File: src/rtl/spq_pkg.sv
// shared types and constants for the stable priority queue
`timescale 1ns / 1ps
`default_nettype none
package spq_pkg;

	localparam int CAPACITY = 16;
	localparam int SEV_W    = 8;
	localparam int PAY_W    = 16;
	localparam int CNT_W    = $clog2(CAPACITY + 1);
	localparam int TOTAL_W  = 5;
	localparam int STAT_W   = 2;

	localparam logic CMD_ENQ = 1'b0;
	localparam logic CMD_DEQ = 1'b1;

	localparam logic [STAT_W-1:0] ST_DONE  = 2'd0;
	localparam logic [STAT_W-1:0] ST_FULL  = 2'd1;
	localparam logic [STAT_W-1:0] ST_EMPTY = 2'd2;

	typedef struct packed {
		logic [SEV_W-1:0] sev;
		logic [PAY_W-1:0] pay;
	} entry_t;

	typedef struct packed {
		logic   ins;
		logic   del;
		entry_t ent;
	} cell_ctl_t;

endpackage
`default_nettype wire

File: src/rtl/spq_req_if.sv
// request channel of the stable priority queue
`timescale 1ns / 1ps
`default_nettype none
interface spq_req_if import spq_pkg::*; ();
	logic             valid;
	logic             ready;
	logic             cmd;
	logic [SEV_W-1:0] severity;
	logic [PAY_W-1:0] patient_id;

	modport source (output valid, cmd, severity, patient_id, input ready);
	modport sink   (input valid, cmd, severity, patient_id, output ready);
endinterface
`default_nettype wire

File: src/rtl/spq_rsp_if.sv
// response channel of the stable priority queue
`timescale 1ns / 1ps
`default_nettype none
interface spq_rsp_if import spq_pkg::*; ();
	logic               valid;
	logic               ready;
	logic [7:0]         head_severity;
	logic [15:0]        head_patient;
	logic               is_empty;
	logic [TOTAL_W-1:0] entry_total;
	logic [STAT_W-1:0]  status;

	modport source (output valid, head_severity, head_patient, is_empty, entry_total, status,
		input ready);
	modport sink   (input valid, head_severity, head_patient, is_empty, entry_total, status,
		output ready);
endinterface
`default_nettype wire

File: src/rtl/stable_priority_queue_top.sv
// top level: cell chain, entry count and registered response
// the response is registered and shows in the cycle after a request is accepted
// throughput: one request per cycle while the response is taken
// the whole cell chain updates in the cycle a request is accepted
// reset clears the entry count and the response valid; slot contents are not cleared
`timescale 1ns / 1ps
`default_nettype none
module stable_priority_queue_top import spq_pkg::*; (
	input wire logic  clk,
	input wire logic  arst_n,
	spq_req_if.sink   req,
	spq_rsp_if.source rsp
);

	logic [CNT_W-1:0]   count_q, count_d;
	logic               accept;
	logic               full, empty;
	cell_ctl_t          ctl;
	logic [STAT_W-1:0]  status_d;
	logic [CAPACITY:0]  keep_chain;
	entry_t             cell_data [CAPACITY+1];
	entry_t             cell_nxt  [CAPACITY];
	logic [31:0]        cnt_ext;
	logic               rsp_valid_q;
	logic [7:0]         head_sev_q;
	logic [15:0]        head_pay_q;
	logic               is_empty_q;
	logic [TOTAL_W-1:0] total_q;
	logic [STAT_W-1:0]  status_q;

	assign full      = (count_q == CNT_W'(CAPACITY));
	assign empty     = (count_q == '0);
	assign req.ready = !rsp_valid_q || rsp.ready;
	assign accept    = req.valid && req.ready;

	assign ctl.ins     = accept && (req.cmd == CMD_ENQ) && !full;
	assign ctl.del     = accept && (req.cmd == CMD_DEQ) && !empty;
	assign ctl.ent.sev = req.severity;
	assign ctl.ent.pay = req.patient_id;

	always_comb begin
		count_d  = count_q;
		status_d = ST_DONE;
		if (accept) begin
			if (req.cmd == CMD_ENQ) begin
				if (full) status_d = ST_FULL;
				else count_d = count_q + CNT_W'(1);
			end else begin
				if (empty) status_d = ST_EMPTY;
				else count_d = count_q - CNT_W'(1);
			end
		end
	end

	assign keep_chain[0]       = 1'b1;
	assign cell_data[CAPACITY] = '0;

	for (genvar i = 0; i < CAPACITY; i++) begin : g_cell
		spq_cell u_cell (
			.clk       (clk),
			.ctl       (ctl),
			.occupied  (CNT_W'(i) < count_q),
			.prev_keep (keep_chain[i]),
			.prev_data ((i == 0) ? ctl.ent : cell_data[(i == 0) ? 0 : i - 1]),
			.next_data (cell_data[i + 1]),
			.keep      (keep_chain[i + 1]),
			.data      (cell_data[i]),
			.data_nxt  (cell_nxt[i])
		);
	end

	assign cnt_ext = 32'(count_d);

	always_ff @(posedge clk or negedge arst_n) begin
		if (!arst_n) begin
			count_q     <= '0;
			rsp_valid_q <= 1'b0;
		end else begin
			count_q <= count_d;
			if (accept) rsp_valid_q <= 1'b1;
			else if (rsp.ready) rsp_valid_q <= 1'b0;
		end
	end

	always_ff @(posedge clk) begin
		if (accept) begin
			head_sev_q <= (count_d == '0) ? '0 : cell_nxt[0].sev;
			head_pay_q <= (count_d == '0) ? '0 : cell_nxt[0].pay;
			is_empty_q <= (count_d == '0);
			total_q    <= cnt_ext[TOTAL_W-1:0];
			status_q   <= status_d;
		end
	end

	assign rsp.valid         = rsp_valid_q;
	assign rsp.head_severity = head_sev_q;
	assign rsp.head_patient  = head_pay_q;
	assign rsp.is_empty      = is_empty_q;
	assign rsp.entry_total   = total_q;
	assign rsp.status        = status_q;

	a_count_bound: assert property (@(posedge clk) disable iff (!arst_n)
		count_q <= CNT_W'(CAPACITY))
		else $error("entry count above capacity");

	a_full_drop: assert property (@(posedge clk) disable iff (!arst_n)
		accept && (req.cmd == CMD_ENQ) && full |=> (rsp.status == ST_FULL) && $stable(count_q))
		else $error("enqueue into full queue not dropped");

	a_rsp_after_accept: assert property (@(posedge clk) disable iff (!arst_n)
		accept |=> rsp.valid && (32'(rsp.entry_total) == 32'(count_q)))
		else $error("response missing or count mismatch");

	a_empty_flag: assert property (@(posedge clk) disable iff (!arst_n)
		rsp.valid |-> (rsp.is_empty == (rsp.entry_total == '0)))
		else $error("empty flag disagrees with count");

endmodule
`default_nettype wire

File: src/rtl/spq_cell.sv
// one slot of the sorted chain: keeps, takes the new entry or shifts from a neighbor
`timescale 1ns / 1ps
`default_nettype none
module spq_cell import spq_pkg::*; (
	input  wire logic      clk,
	input  wire cell_ctl_t ctl,
	input  wire logic      occupied,
	input  wire logic      prev_keep,
	input  wire entry_t    prev_data,
	input  wire entry_t    next_data,
	output logic           keep,
	output entry_t         data,
	output entry_t         data_nxt
);

	entry_t data_q;

	assign keep = occupied && (data_q.sev >= ctl.ent.sev);
	assign data = data_q;

	always_comb begin
		data_nxt = data_q;
		if (ctl.ins) begin
			if (!keep) begin
				data_nxt = prev_keep ? ctl.ent : prev_data;
			end
		end else if (ctl.del) begin
			data_nxt = next_data;
		end
	end

	always_ff @(posedge clk) begin
		data_q <= data_nxt;
	end

endmodule
`default_nettype wire

File: src/flat_wrapper.sv
// flat-port wrapper written by rule: the top's interface ports become plain ports
module stable_priority_queue_top_flat import spq_pkg::*;
  (clk, arst_n, req_valid, req_cmd, req_severity, req_patient_id, req_ready, rsp_valid, rsp_head_severity, rsp_head_patient, rsp_is_empty, rsp_entry_total, rsp_status, rsp_ready);
  spq_req_if req_i ();
  spq_rsp_if rsp_i ();
  input wire logic clk;
  input wire logic arst_n;
  input wire logic [$bits(req_i.valid)-1:0] req_valid;
  input wire logic [$bits(req_i.cmd)-1:0] req_cmd;
  input wire logic [$bits(req_i.severity)-1:0] req_severity;
  input wire logic [$bits(req_i.patient_id)-1:0] req_patient_id;
  output wire logic [$bits(req_i.ready)-1:0] req_ready;
  output wire logic [$bits(rsp_i.valid)-1:0] rsp_valid;
  output wire logic [$bits(rsp_i.head_severity)-1:0] rsp_head_severity;
  output wire logic [$bits(rsp_i.head_patient)-1:0] rsp_head_patient;
  output wire logic [$bits(rsp_i.is_empty)-1:0] rsp_is_empty;
  output wire logic [$bits(rsp_i.entry_total)-1:0] rsp_entry_total;
  output wire logic [$bits(rsp_i.status)-1:0] rsp_status;
  input wire logic [$bits(rsp_i.ready)-1:0] rsp_ready;
  assign req_i.valid = req_valid;
  assign req_i.cmd = req_cmd;
  assign req_i.severity = req_severity;
  assign req_i.patient_id = req_patient_id;
  assign req_ready = req_i.ready;
  assign rsp_valid = rsp_i.valid;
  assign rsp_head_severity = rsp_i.head_severity;
  assign rsp_head_patient = rsp_i.head_patient;
  assign rsp_is_empty = rsp_i.is_empty;
  assign rsp_entry_total = rsp_i.entry_total;
  assign rsp_status = rsp_i.status;
  assign rsp_i.ready = rsp_ready;
  stable_priority_queue_top u_core (.clk(clk), .arst_n(arst_n), .req(req_i), .rsp(rsp_i));
endmodule
File: config.mk
export PLATFORM = sky130hd
export DESIGN_NAME = stable_priority_queue_top_flat
export DESIGN_NICKNAME = d
export VERILOG_FILES = /design/src/rtl/spq_pkg.sv /design/src/rtl/spq_req_if.sv /design/src/rtl/spq_rsp_if.sv /design/src/rtl/stable_priority_queue_top.sv /design/src/rtl/spq_cell.sv /design/src/flat_wrapper.sv
export SDC_FILE = /design/constraint.sdc
export NUM_CORES = 1
export LEC_CHECK = 0
export BUFFER_PORTS_ARGS = -buffer_cell sky130_fd_sc_hd__clkbuf_2
export CORE_AREA = 2 2 231 233
export CTS_CLUSTER_SIZE = 28
export DETAILED_ROUTE_END_ITERATION = 6
export DIE_AREA = 0 0 233 235
export SLEW_MARGIN = 15
export SYNTH_ARGS = -nofsm -noshare
export SYNTH_HDL_FRONTEND = slang
export SYNTH_SLANG_ARGS = --single-unit
File: constraint.sdc
create_clock -name clk -period 5.5 [get_ports clk]
set_input_delay 0.55 -clock clk [delete_from_list [all_inputs] [get_ports clk]]
set_output_delay 0.55 -clock clk [all_outputs]
set_load 0.005 [all_outputs]
==> impl_results.md, run 1 <==
- Status: finished, final reports clean
- Max Cap Viol: 0
- WP data required: between 5000 and 6000 ps
- DRC Markers: 0
- Min Tclk post-route: a little over 4000 ps
- Vias: 17552
- Unique masters post-synth: 60
- Final setup skew: about 14 ps
- DP Worst Slack: 1440 ps
- Fill count: about 4800
- Total die area: 54800 sq um
- Port Buffer Count: slightly above 60
- Vias/cell: between 6 and 7
- EDFF count, synth: roughly 400
- Hold Crit Class: input pin to asynchronous set/reset pin
- Synthesized net count: roughly 2400
- Initial antenna violation count: 0
- Most frequent cells in the layout: edfxtp_1, nand2_1, nand3_1
- # resized after CTS: 0
- Number of setup buffers added after CTS: 0
- Main synth FF type: edfxtp_1
- Cell at the slowest stage of the critical path: buf_4
- Initial Utilization: between 40 and 50%
- Fin. Hold Viols: 0
- Clk pin slew, worst setup/hold paths: approximately 60 ps
- Global route overflow: 0
- Routed wire per std cell: around 22 um
- Post-CTS Hold Fix Bufs: 1
- Clock buffer depth: 3
- Unrepaired setup endpoints after global routing: false
- WL final: 63.0 mm
- Antenna viol nets, final: 0
- Final hold slack: 322 ps
- Crit. End Element: flop
- CP Cell Sequence: inv_1 > ha_1 > and4bb_1 > nor4_2 > buf_4 > buf_12 > buf_4 > nand3_1 > o211ai_1
- Power Total: approximately 10 mW
- Row Count: 84
- Period Utilization, post-route: between 70% and 80%
- Peak VDD IR: between 0.0002 and 0.00025 V
- Commonest non-fill, non-tap cell in the layout: edfxtp_1
- Global Route Usage Sum: 22.9%
- Final Max Tran Viols: 0
- Leakage: between 9 and 10 nW
- Synthesis Warnings: 0
- Sequential share of the synthesized area: between 50% and 60%
- CTS root buffer: clkbuf_16
- Worst setup margin: about 1500 ps
- Crit path largest cell delay: ~900 ps
- Crit path launch type: flop
- Syn_area_per_cell: roughly 11 sq um
- Antenna cells: 0
- Worst Path Arrival: between 4000 and 5000 ps
- GPL Wtd Cong: roughly 0.9
- Worst Path Buf+Inv: 4
- Cell family with most CP delay: buffers and inverters
- Layout Nets: 2339
- Setup_tns: 0 ps
- Crit-path most repeated cell: buf_4
- Vias in the first global route: 18310
- DR pass1 iterations: 5
- Power per cell area: 406 nW/um^2
- Die height: ~240 um
- Crit Path Max Fanout: 199
- Pin count of the biggest net entering global routing: 200
- Slew @ Worst Pin: ~1100 ps
- Area grow syn2layout: 10.4%
- Clock buffer count from CTS: 46
- Layout cells sized above 1: 9.07%
- TritonCTS clock tree: yes
- Synthesis-stage register bit count: between 400 and 500
- Maximum clock rate: between 200 and 250 MHz
- First-pass GRT wire length: 99.8 mm
- Final HPWL DP: between 40 and 50 mm
- Synth Instances: 2200
- Slew margin rel.: between 20 and 30%
- Netlist Area Pre-Place: between 20000 and 25000 sq um
- IO Count: 63
- Clock Sinks: roughly 420
- 1st-iter DRT viols: 1352
- Final setup fails: 0
- Die W: 233 um
- Worst-Skew Late Latency: roughly 590 ps
- FFs w/ async S/R, synth: 1.42%
- Worst setup path category: flop to flop
- H-tree depth: 2
- Core area: between 50000 and 60000 sq um
metrics by stage:
step	util [%]	std cells	instance area [sq um]
after floorplan	-	2200	23200
after global placement	46.3	2816	24200
after detailed placement	46.3	2816	24200
after CTS	49.1	2902	25700
after global routing	49.2	2903	25700
final	49.2	2903	25700
synth_stat cells (35+ instances only):
library cell	n	area share (%)
buf_2	41	0.88
o211ai_1	242	7.8
clkbuf_1	121	2.0
nor2_1	83	1.3
nand3_1	250	5.4
ha_1	132	7.1
inv_1	35	0.57
edfxtp_1	392	51
o21ai_0	56	1.2
a21oi_1	98	2.1
nand2_1	385	6.2
mux2i_1	119	5.1
final timing paths:
path	cells past startpoint	startpoint	slack, ps	end
worst max-delay path	9	u_core.count_q[1]	1480	u_core.g_cell[11].u_cell.data[9]
worst min-delay path	2	arst_n	320	u_core.count_q[4]
worst max register to register	9	u_core.count_q[1]	1480	u_core.g_cell[11].u_cell.data[9]
worst min register to register	2	u_core.g_cell[0].u_cell.data[6]	470	u_core.g_cell[0].u_cell.data[6]
max in group asynchronous	2	arst_n	5030	u_core.count_q[2]
min in group clk	3	req_valid	360	u_core.rsp.valid
logic make-up (layout without fill, tap and decap cells):
| kind of cell | Yosys count | in the layout | synth area share, % |
|---|---|---|---|
| AND/OR/NAND/NOR | 774 | 774 | 14.6 |
| flip-flops | 422 | 422 | 53.3 |
| adder cells (fa/ha/maj) | 132 | 132 | 7.10 |
| buffers and inverters | 216 | 231 | 3.76 |
| XOR/XNOR | 1 | 1 | 0.0700 |
| AO/OA/AOI/OAI | 536 | 536 | 16.0 |
| multiplexers | 119 | 119 | 5.12 |
worst reg2reg max path: stages (launching register included):
cell and delay [ps]:
dfrtp_1 590, inv_1 170, ha_1 260, and4bb_1 290, nor4_2 210, buf_4 310, buf_12 590, buf_4 1050
nand3_1 230, o211ai_1 150
where the power goes:
part           leakage, nW  switching [mW]  internal [mW]
clock                0.721            1.32           1.78
sequential            3.99           0.378           4.25
combinational         4.96            1.74          0.953
metal layers:
layer / track usage [%] / vias to the layer above / routed length (um) / share of wire [%]
li1: - / 8300 / - / -
met1: 29.2 / 8747 / 27300 / 43
met2: 39.7 / 392 / 31500 / 50
met3: 2.65 / 113 / 2180 / 3.5
met4: 8.30 / 0 / 2020 / 3.2
met5: 0 / - / 0 / 0
flip-flops by register name (all words and copies together) (netlist names):
| name | flops |
|---|---|
| u_core.rsp.entry_total | 5 |
| u_core.rsp.head_patient | 16 |
| u_core.count_q | 5 |
| u_core.rsp.status | 2 |
| u_core.rsp.is_empty | 1 |
| u_core.g_cell.u_cell.data | 384 |
| u_core.rsp.valid | 1 |
| u_core.rsp.head_severity | 8 |
cell type report:
type,instances,area [sq um],area share (%)
sequential,422,12400,48.3
clock buffer,59,1240,4.83
timing repair buffer,110,714,2.78
multi-input combinational,1562,10100,39.3
clock inverter,26,235,0.916
tap,688,861,3.35
inverter,36,135,0.526
Note: power is estimated with default switching activity, not from simulation.
==> run 2, diff against run 1 <==
==> constraint.sdc (replaced) <==
create_clock -name clk -period 3.4 [get_ports clk]
set_input_delay 0.34 -clock clk [delete_from_list [all_inputs] [get_ports clk]]
set_output_delay 0.34 -clock clk [all_outputs]
set_load 0.005 [all_outputs]
==> impl_results.md, run 2 (synthesized netlist as in run 1, its figures left out) <==
- DRC Markers: 0 (unchanged)
- Power per cell area: 639 nW/um^2 (+57%)
- Antenna viol nets, final: 0 (unchanged)
- Layout Nets: 2406 (+2.9%)
- Worst reg2reg startpoint: u_core.g_cell[4].u_cell.data[18]
- Clk pin slew, worst setup/hold paths: 60 ps (about the same)
- Worst setup path start: u_core.g_cell[4].u_cell.data[18]
- Largest register FFs: 384 (unchanged)
- Vias/cell: 6.01 (-0.56%)
- Crit path launch type: flop
- Crit-path most repeated cell: o21ai_0
- Maximum clock rate: 322 MHz (+29%)
- Clock buffer count from CTS: 46 (unchanged)
- Worst Path Buf+Inv: 1 (-3)
- Post-route cell area: 26300 sq um (+2.2%)
- Initial antenna violation count: 0 (unchanged)
- Vias: 17826 (+1.6%)
- Vias in the first global route: 18616 (+1.7%)
- Initial Utilization: 44.5% (unchanged)
- WP depth: 8 (-1)
- Worst setup margin: 293 ps (-1190 ps)
- Slew margin rel.: 38.2% (+11 points)
- Final setup skew: 21.4 ps (+7.26 ps)
- Setup_tns: 0 ps (unchanged)
- Final Max Tran Viols: 0 (unchanged)
- Crit. End Element: flop
- Worst-Skew Late Latency: 600 ps (about the same)
- Cell at the slowest stage of the critical path: a221oi_4
- Status: finished, final reports clean
- Pin count of the biggest net entering global routing: 140 (-30%)
- Global route overflow: 0 (unchanged)
- Leakage: 10.0 nW (+3.4%)
- Hold Crit Class: input pin to asynchronous set/reset pin
- Worst Path Arrival: 3420 ps (-1020 ps)
- DR pass1 iterations: 7 (+2)
- TritonCTS clock tree: yes
- 1st-iter DRT viols: 1585 (+17%)
- Routed wire per std cell: 21.6 um (-0.41%)
- Most frequent cells in the layout: edfxtp_1, nand2_1, nand3_1
- DP Worst Slack: 104 ps (-1340 ps)
- Power Total: 16.8 mW (+61%)
- H-tree depth: 2 (unchanged)
- Die height: 235 um (unchanged)
- Commonest non-fill, non-tap cell in the layout: edfxtp_1
- Die W: 233 um (unchanged)
- Antenna cells: 0 (unchanged)
- Dpl cell area: 24900 sq um (+3.0%)
- Max Cap Viol: 0 (unchanged)
- WL final: 64.0 mm (+1.7%)
- CP Cell Sequence: ha_1 > nand2_1 > o21ai_0 > nand3_1 > a221oi_4 > buf_4 > mux2i_1 > o21ai_0
- Fill count: 4741 (-0.98%)
- WP data required: 3710 ps (-2210 ps)
- Global Route Usage Sum: 23.3% (+0.45 points)
- GPL Wtd Cong: 0.866 (-3.4%)
- Cell family with most CP delay: compound AO/OA/AOI/OAI gates
- Slew @ Worst Pin: 927 ps (-165 ps)
- Crit Path Max Fanout: 16 (-92%)
- Final HPWL DP: 45.6 mm (+4.5%)
- IO Count: 63 (unchanged)
- Peak VDD IR: 0.000339 V (+45%)
- Unrepaired setup endpoints after global routing: false
- Period Utilization, post-route: 91.4% (+18 points)
- Port Buffer Count: 62 (unchanged)
- Setup crit end: u_core.g_cell[5].u_cell.data[10]
- Crit path largest cell delay: 650 ps (-240 ps)
- CTS root buffer: clkbuf_16
- RR Endpoint: u_core.g_cell[5].u_cell.data[10]
- Fin. Hold Viols: 0 (unchanged)
- Row Count: 84 (unchanged)
- Layout cells sized above 1: 11.8% (+2.7 points)
- Worst setup path category: flop to flop
- Core area: 52200 sq um (unchanged)
- Final setup fails: 0 (unchanged)
- Worst reg-to-reg path cell count: 8 (-1)
- Reg2reg setup slack: 290 ps (-1190 ps)
- Total die area: 54800 sq um (unchanged)
- Clock Sinks: 422 (unchanged)
- Area grow syn2layout: 12.9%
- First-pass GRT wire length: 101 mm (+1.7%)
- Clock buffer depth: 3 (unchanged)
- Min Tclk post-route: 3110 ps (-913 ps)
[run 2: cell count changes in the layout (fill, tap and decap cells not counted), sizes merged]
cell      delta
clkbuf       -4
clkinvlp     +2
bufinv       -4
buf         +67
inv          +1
[run 2: worst min path at each step]
stage / end / depth (start not counted) / slack [ps]
finish: u_core.rsp.valid / 2 / 110
global route: u_core.rsp.valid / 2 / 140
CTS: u_core.count_q[0] / 2 / 80
detailed placement: u_core.rsp.valid / 1 / 170
global placement: u_core.rsp.valid / 1 / 170
floorplan: u_core.count_q[0] / 0 / 40
[run 2: power by group]
part           switching [mW]  internal, mW
Sequential              0.562          6.87
Combinational            2.92          1.79
Clock                    2.14          2.51
[run 2: final cells by class]
| class | count | area, sq um | share of cell area (%) |
|---|---|---|---|
| clock buffer | 55 | 1190 | 4.55 |
| clock inverter | 25 | 144 | 0.548 |
| inverter | 36 | 139 | 0.529 |
| multi-input combinational | 1562 | 10100 | 38.4 |
| sequential | 422 | 12400 | 47.2 |
| tap | 688 | 861 | 3.28 |
| timing repair buffer | 177 | 1430 | 5.43 |
[run 2: worst register-to-register path: stages, from the launching register on]
cell and delay [ps]:
edfxtp_1 470, ha_1 340, nand2_1 50, o21ai_0 390
nand3_1 200, a221oi_4 650, buf_4 410, mux2i_1 230
o21ai_0 100
[run 2: through the flow]
| stage | util (%) | hold WS (ps) | cells |
|---|---|---|---|
| after floorplan | - | 44.4 | 2200 |
| after global placement | 47.7 | 170 | 2884 |
| after detailed placement | 47.7 | 172 | 2884 |
| after CTS | 50.3 | 83.5 | 2965 |
| after global routing | 50.3 | 136 | 2965 |
| final | 50.3 | 110 | 2965 |
[run 2: routing by layer]
metal	GRT usage, %	wire length [um]
met5	0	0
met4	10.3	2690
met3	2.75	2510
met2	39.3	31100
met1	30.1	27700
[run 2: repair_timing]
item / CTS / global route
hold buffers: 1 / 0
resized for setup: 0 / 0
setup endpoints to repair: 0 / 0
endpoints found under the hold margin: 6 / 0
buffers inserted: 0 / 0
==> run 3, diff against run 2 <==
--- a/config.mk
+++ b/config.mk
@@ -6,10 +6,13 @@
 export NUM_CORES = 1
 export LEC_CHECK = 0
 export BUFFER_PORTS_ARGS = -buffer_cell sky130_fd_sc_hd__clkbuf_2
-export CORE_AREA = 2 2 231 233
+export CELL_PAD_IN_SITES_DETAIL_PLACEMENT = 1
+export CELL_PAD_IN_SITES_GLOBAL_PLACEMENT = 2
+export CORE_AREA = 2 2 251 253
 export CTS_CLUSTER_SIZE = 28
 export DETAILED_ROUTE_END_ITERATION = 6
-export DIE_AREA = 0 0 233 235
+export DIE_AREA = 0 0 253 255
+export PLACE_DENSITY_LB_ADDON = 0.1
 export SLEW_MARGIN = 15
 export SYNTH_ARGS = -nofsm -noshare
 export SYNTH_HDL_FRONTEND = slang
==> impl_results.md, run 3 (synthesized netlist as in run 1, its figures left out) <==
- Worst Path Arrival: 3510 ps (+90 ps)
- H-tree depth: 2 (unchanged)
- Worst reg2reg startpoint: u_core.count_q[0]
- Power per cell area: 671 nW/um^2 (+5.0%)
- Vias/cell: 5.83 (-3.0%)
- Leakage: 10.3 nW (+2.6%)
- Sw frac: 34.1% (+0.59 points)
- CP Cell Sequence: inv_1 > ha_1 > and4bb_1 > nor4_2 > buf_12 > buf_12 > nand2_1 > o211ai_1
- Clk pin slew, worst setup/hold paths: 60 ps (about the same)
- Worst Path Buf+Inv: 3 (+2)
- Comb power frac: 28.1% (about the same)
- Final setup skew: 24.9 ps (+3.51 ps)
- Unrepaired setup endpoints after global routing: false
- RR Endpoint: u_core.g_cell[11].u_cell.data[13]
- Crit path largest cell delay: 600 ps (-50 ps)
- Maximum clock rate: 325 MHz (+1.1%)
- Min Tclk post-route: 3070 ps (-34.7 ps)
- Final Max Tran Viols: 0 (unchanged)
- Status: finished, final reports clean
- Initial Utilization: 37.4% (-7.1 points)
- Layout Nets: 2421 (+0.62%)
- Global Route Usage Sum: 24.1% (+0.83 points)
- Clock network power share: 30.5% (+2.8 points)
- NetSw: 6.18 mW (+9.8%)
- Final setup fails: 0 (unchanged)
- DP Worst Slack: 294 ps (+190 ps)
- Largest register FFs: 384 (unchanged)
- Clock buffer count from CTS: 52 (+13%)
- Crit. End Element: flop
- Vias: 18083 (+1.4%)
- IO Count: 63 (unchanged)
- Max Cap Viol: 0 (unchanged)
- Slew margin rel.: 43.3% (+5.1 points)
- Pin count of the biggest net entering global routing: 76 (-46%)
- Layout cells sized above 1: 12.8% (+1.0 points)
- Setup_tns: 0 ps (unchanged)
- Worst-Skew Late Latency: 620 ps (+20 ps)
- GPL Wtd Cong: 0.840 (-2.9%)
- Commonest non-fill, non-tap cell in the layout: edfxtp_1
- First-pass GRT wire length: 118 mm (+17%)
- Hold Crit Class: input pin to asynchronous set/reset pin
- Die height: 255 um (+8.5%)
- Worst reg-to-reg path cell count: 8 (unchanged)
- Cell Int Power: 11.9 mW (+6.9%)
- Vias in the first global route: 18372 (-1.3%)
- Crit path launch type: flop
- Slew @ Worst Pin: 846 ps (-81.3 ps)
- CTS root buffer: clkbuf_16
- Antenna viol nets, final: 0 (unchanged)
- Die W: 253 um (+8.6%)
- Core area: 62200 sq um (+19%)
- Antenna cells: 0 (unchanged)
- Cell at the slowest stage of the critical path: dfrtp_1
- Cell family with most CP delay: simple AND/OR/NAND/NOR gates
- Peak VDD IR: 0.000386 V (+14%)
- WL final: 78.1 mm (+22%)
- Initial antenna violation count: 0 (unchanged)
- Fin. Hold Viols: 0 (unchanged)
- Routed wire per std cell: 25.2 um (+17%)
- DRC Markers: 0 (unchanged)
- Area grow syn2layout: 16.0%
- WP data required: 3830 ps (+120 ps)
- Period Utilization, post-route: 90.4% (-1.0 points)
- 1st-iter DRT viols: 1433 (-9.6%)
- TritonCTS clock tree: yes
- Crit-path most repeated cell: buf_12
- Port Buffer Count: 62 (unchanged)
- Worst setup path category: flop to flop
- Clock buffer depth: 3 (unchanged)
- Most frequent cells in the layout: edfxtp_1, nand2_1, nand3_1
- Seq pwr share: 41.4% (-2.9 points)
- Number of setup buffers added after CTS: 0 (unchanged)
- DR pass1 iterations: 5 (-2)
- Global route overflow: 0 (unchanged)
- Row Count: 92 (+9.5%)
- Reg2reg setup slack: 330 ps (+30 ps)
- Clock Sinks: 422 (unchanged)
- Final HPWL DP: 54.6 mm (+20%)
- Worst setup margin: 327 ps (+34.7 ps)
- Total die area: 64500 sq um (+18%)
- Crit Path Max Fanout: 59 (+43)
- Fill count: 6715 (+42%)
- Final hold slack: 106 ps (-4.04 ps)
[run 3: cell type report]
class | instances | area, sq um | share of cell area, %
Clock inverter | 17 | 133 | 0.492
Sequential cell | 422 | 12400 | 46.0
Clock buffer | 80 | 1540 | 5.70
Tap cell | 799 | 1000 | 3.71
Timing Repair Buffer | 186 | 1640 | 6.09
Multi-Input combinational cell | 1562 | 10100 | 37.5
Inverter | 36 | 139 | 0.515
[run 3: worst max path at each step]
stage,startpoint,endpoint,slack [ps],depth (start not counted)
2_1_floorplan,req_severity[4],u_core.g_cell[14].u_cell.data[0],60,8
3_3_place_gp,req_severity[1],u_core.rsp.head_severity[7],350,9
3_5_place_dp,req_severity[6],u_core.g_cell[4].u_cell.data[13],290,9
4_1_cts,u_core.count_q[0],u_core.g_cell[14].u_cell.data[20],360,9
5_1_grt,u_core.count_q[0],u_core.rsp.head_patient[7],100,9
6_report,u_core.count_q[0],u_core.g_cell[11].u_cell.data[13],330,8
[run 3: repair_timing]
item | in CTS | in global routing
resized for setup | 0 | 0
hold endpoints to repair | 6 | 0
hold buffers | 1 | 0
[run 3: per-stage QoR]
stage | power (mW) | instance area (sq um) | utilization [%] | std cells
floorplan | 10.5 | 23300 | - | 2200
global placement | 12.5 | 25300 | 40.7 | 3004
detailed placement | 12.7 | 25300 | 40.7 | 3004
CTS | 18.3 | 27000 | 43.4 | 3102
global route | 19.0 | 27000 | 43.4 | 3102
finish | 18.1 | 27000 | 43.4 | 3102
[run 3: power groups by stage]
stage	Sequential, mW	Combinational, mW	Clock (mW)
CTS	7.49	5.12	5.67
global route	7.59	5.60	5.83
global placement	7.56	4.95	0
floorplan	7.30	3.23	0
finish	7.50	5.09	5.52
detailed placement	7.58	5.10	0
[run 3: routing by layer]
layer	share of wire, %	GRT usage, %
met5	0	0
met3	4.9	2.64
met4	1.1	3.99
met2	44	37.3
met1	50	36.9
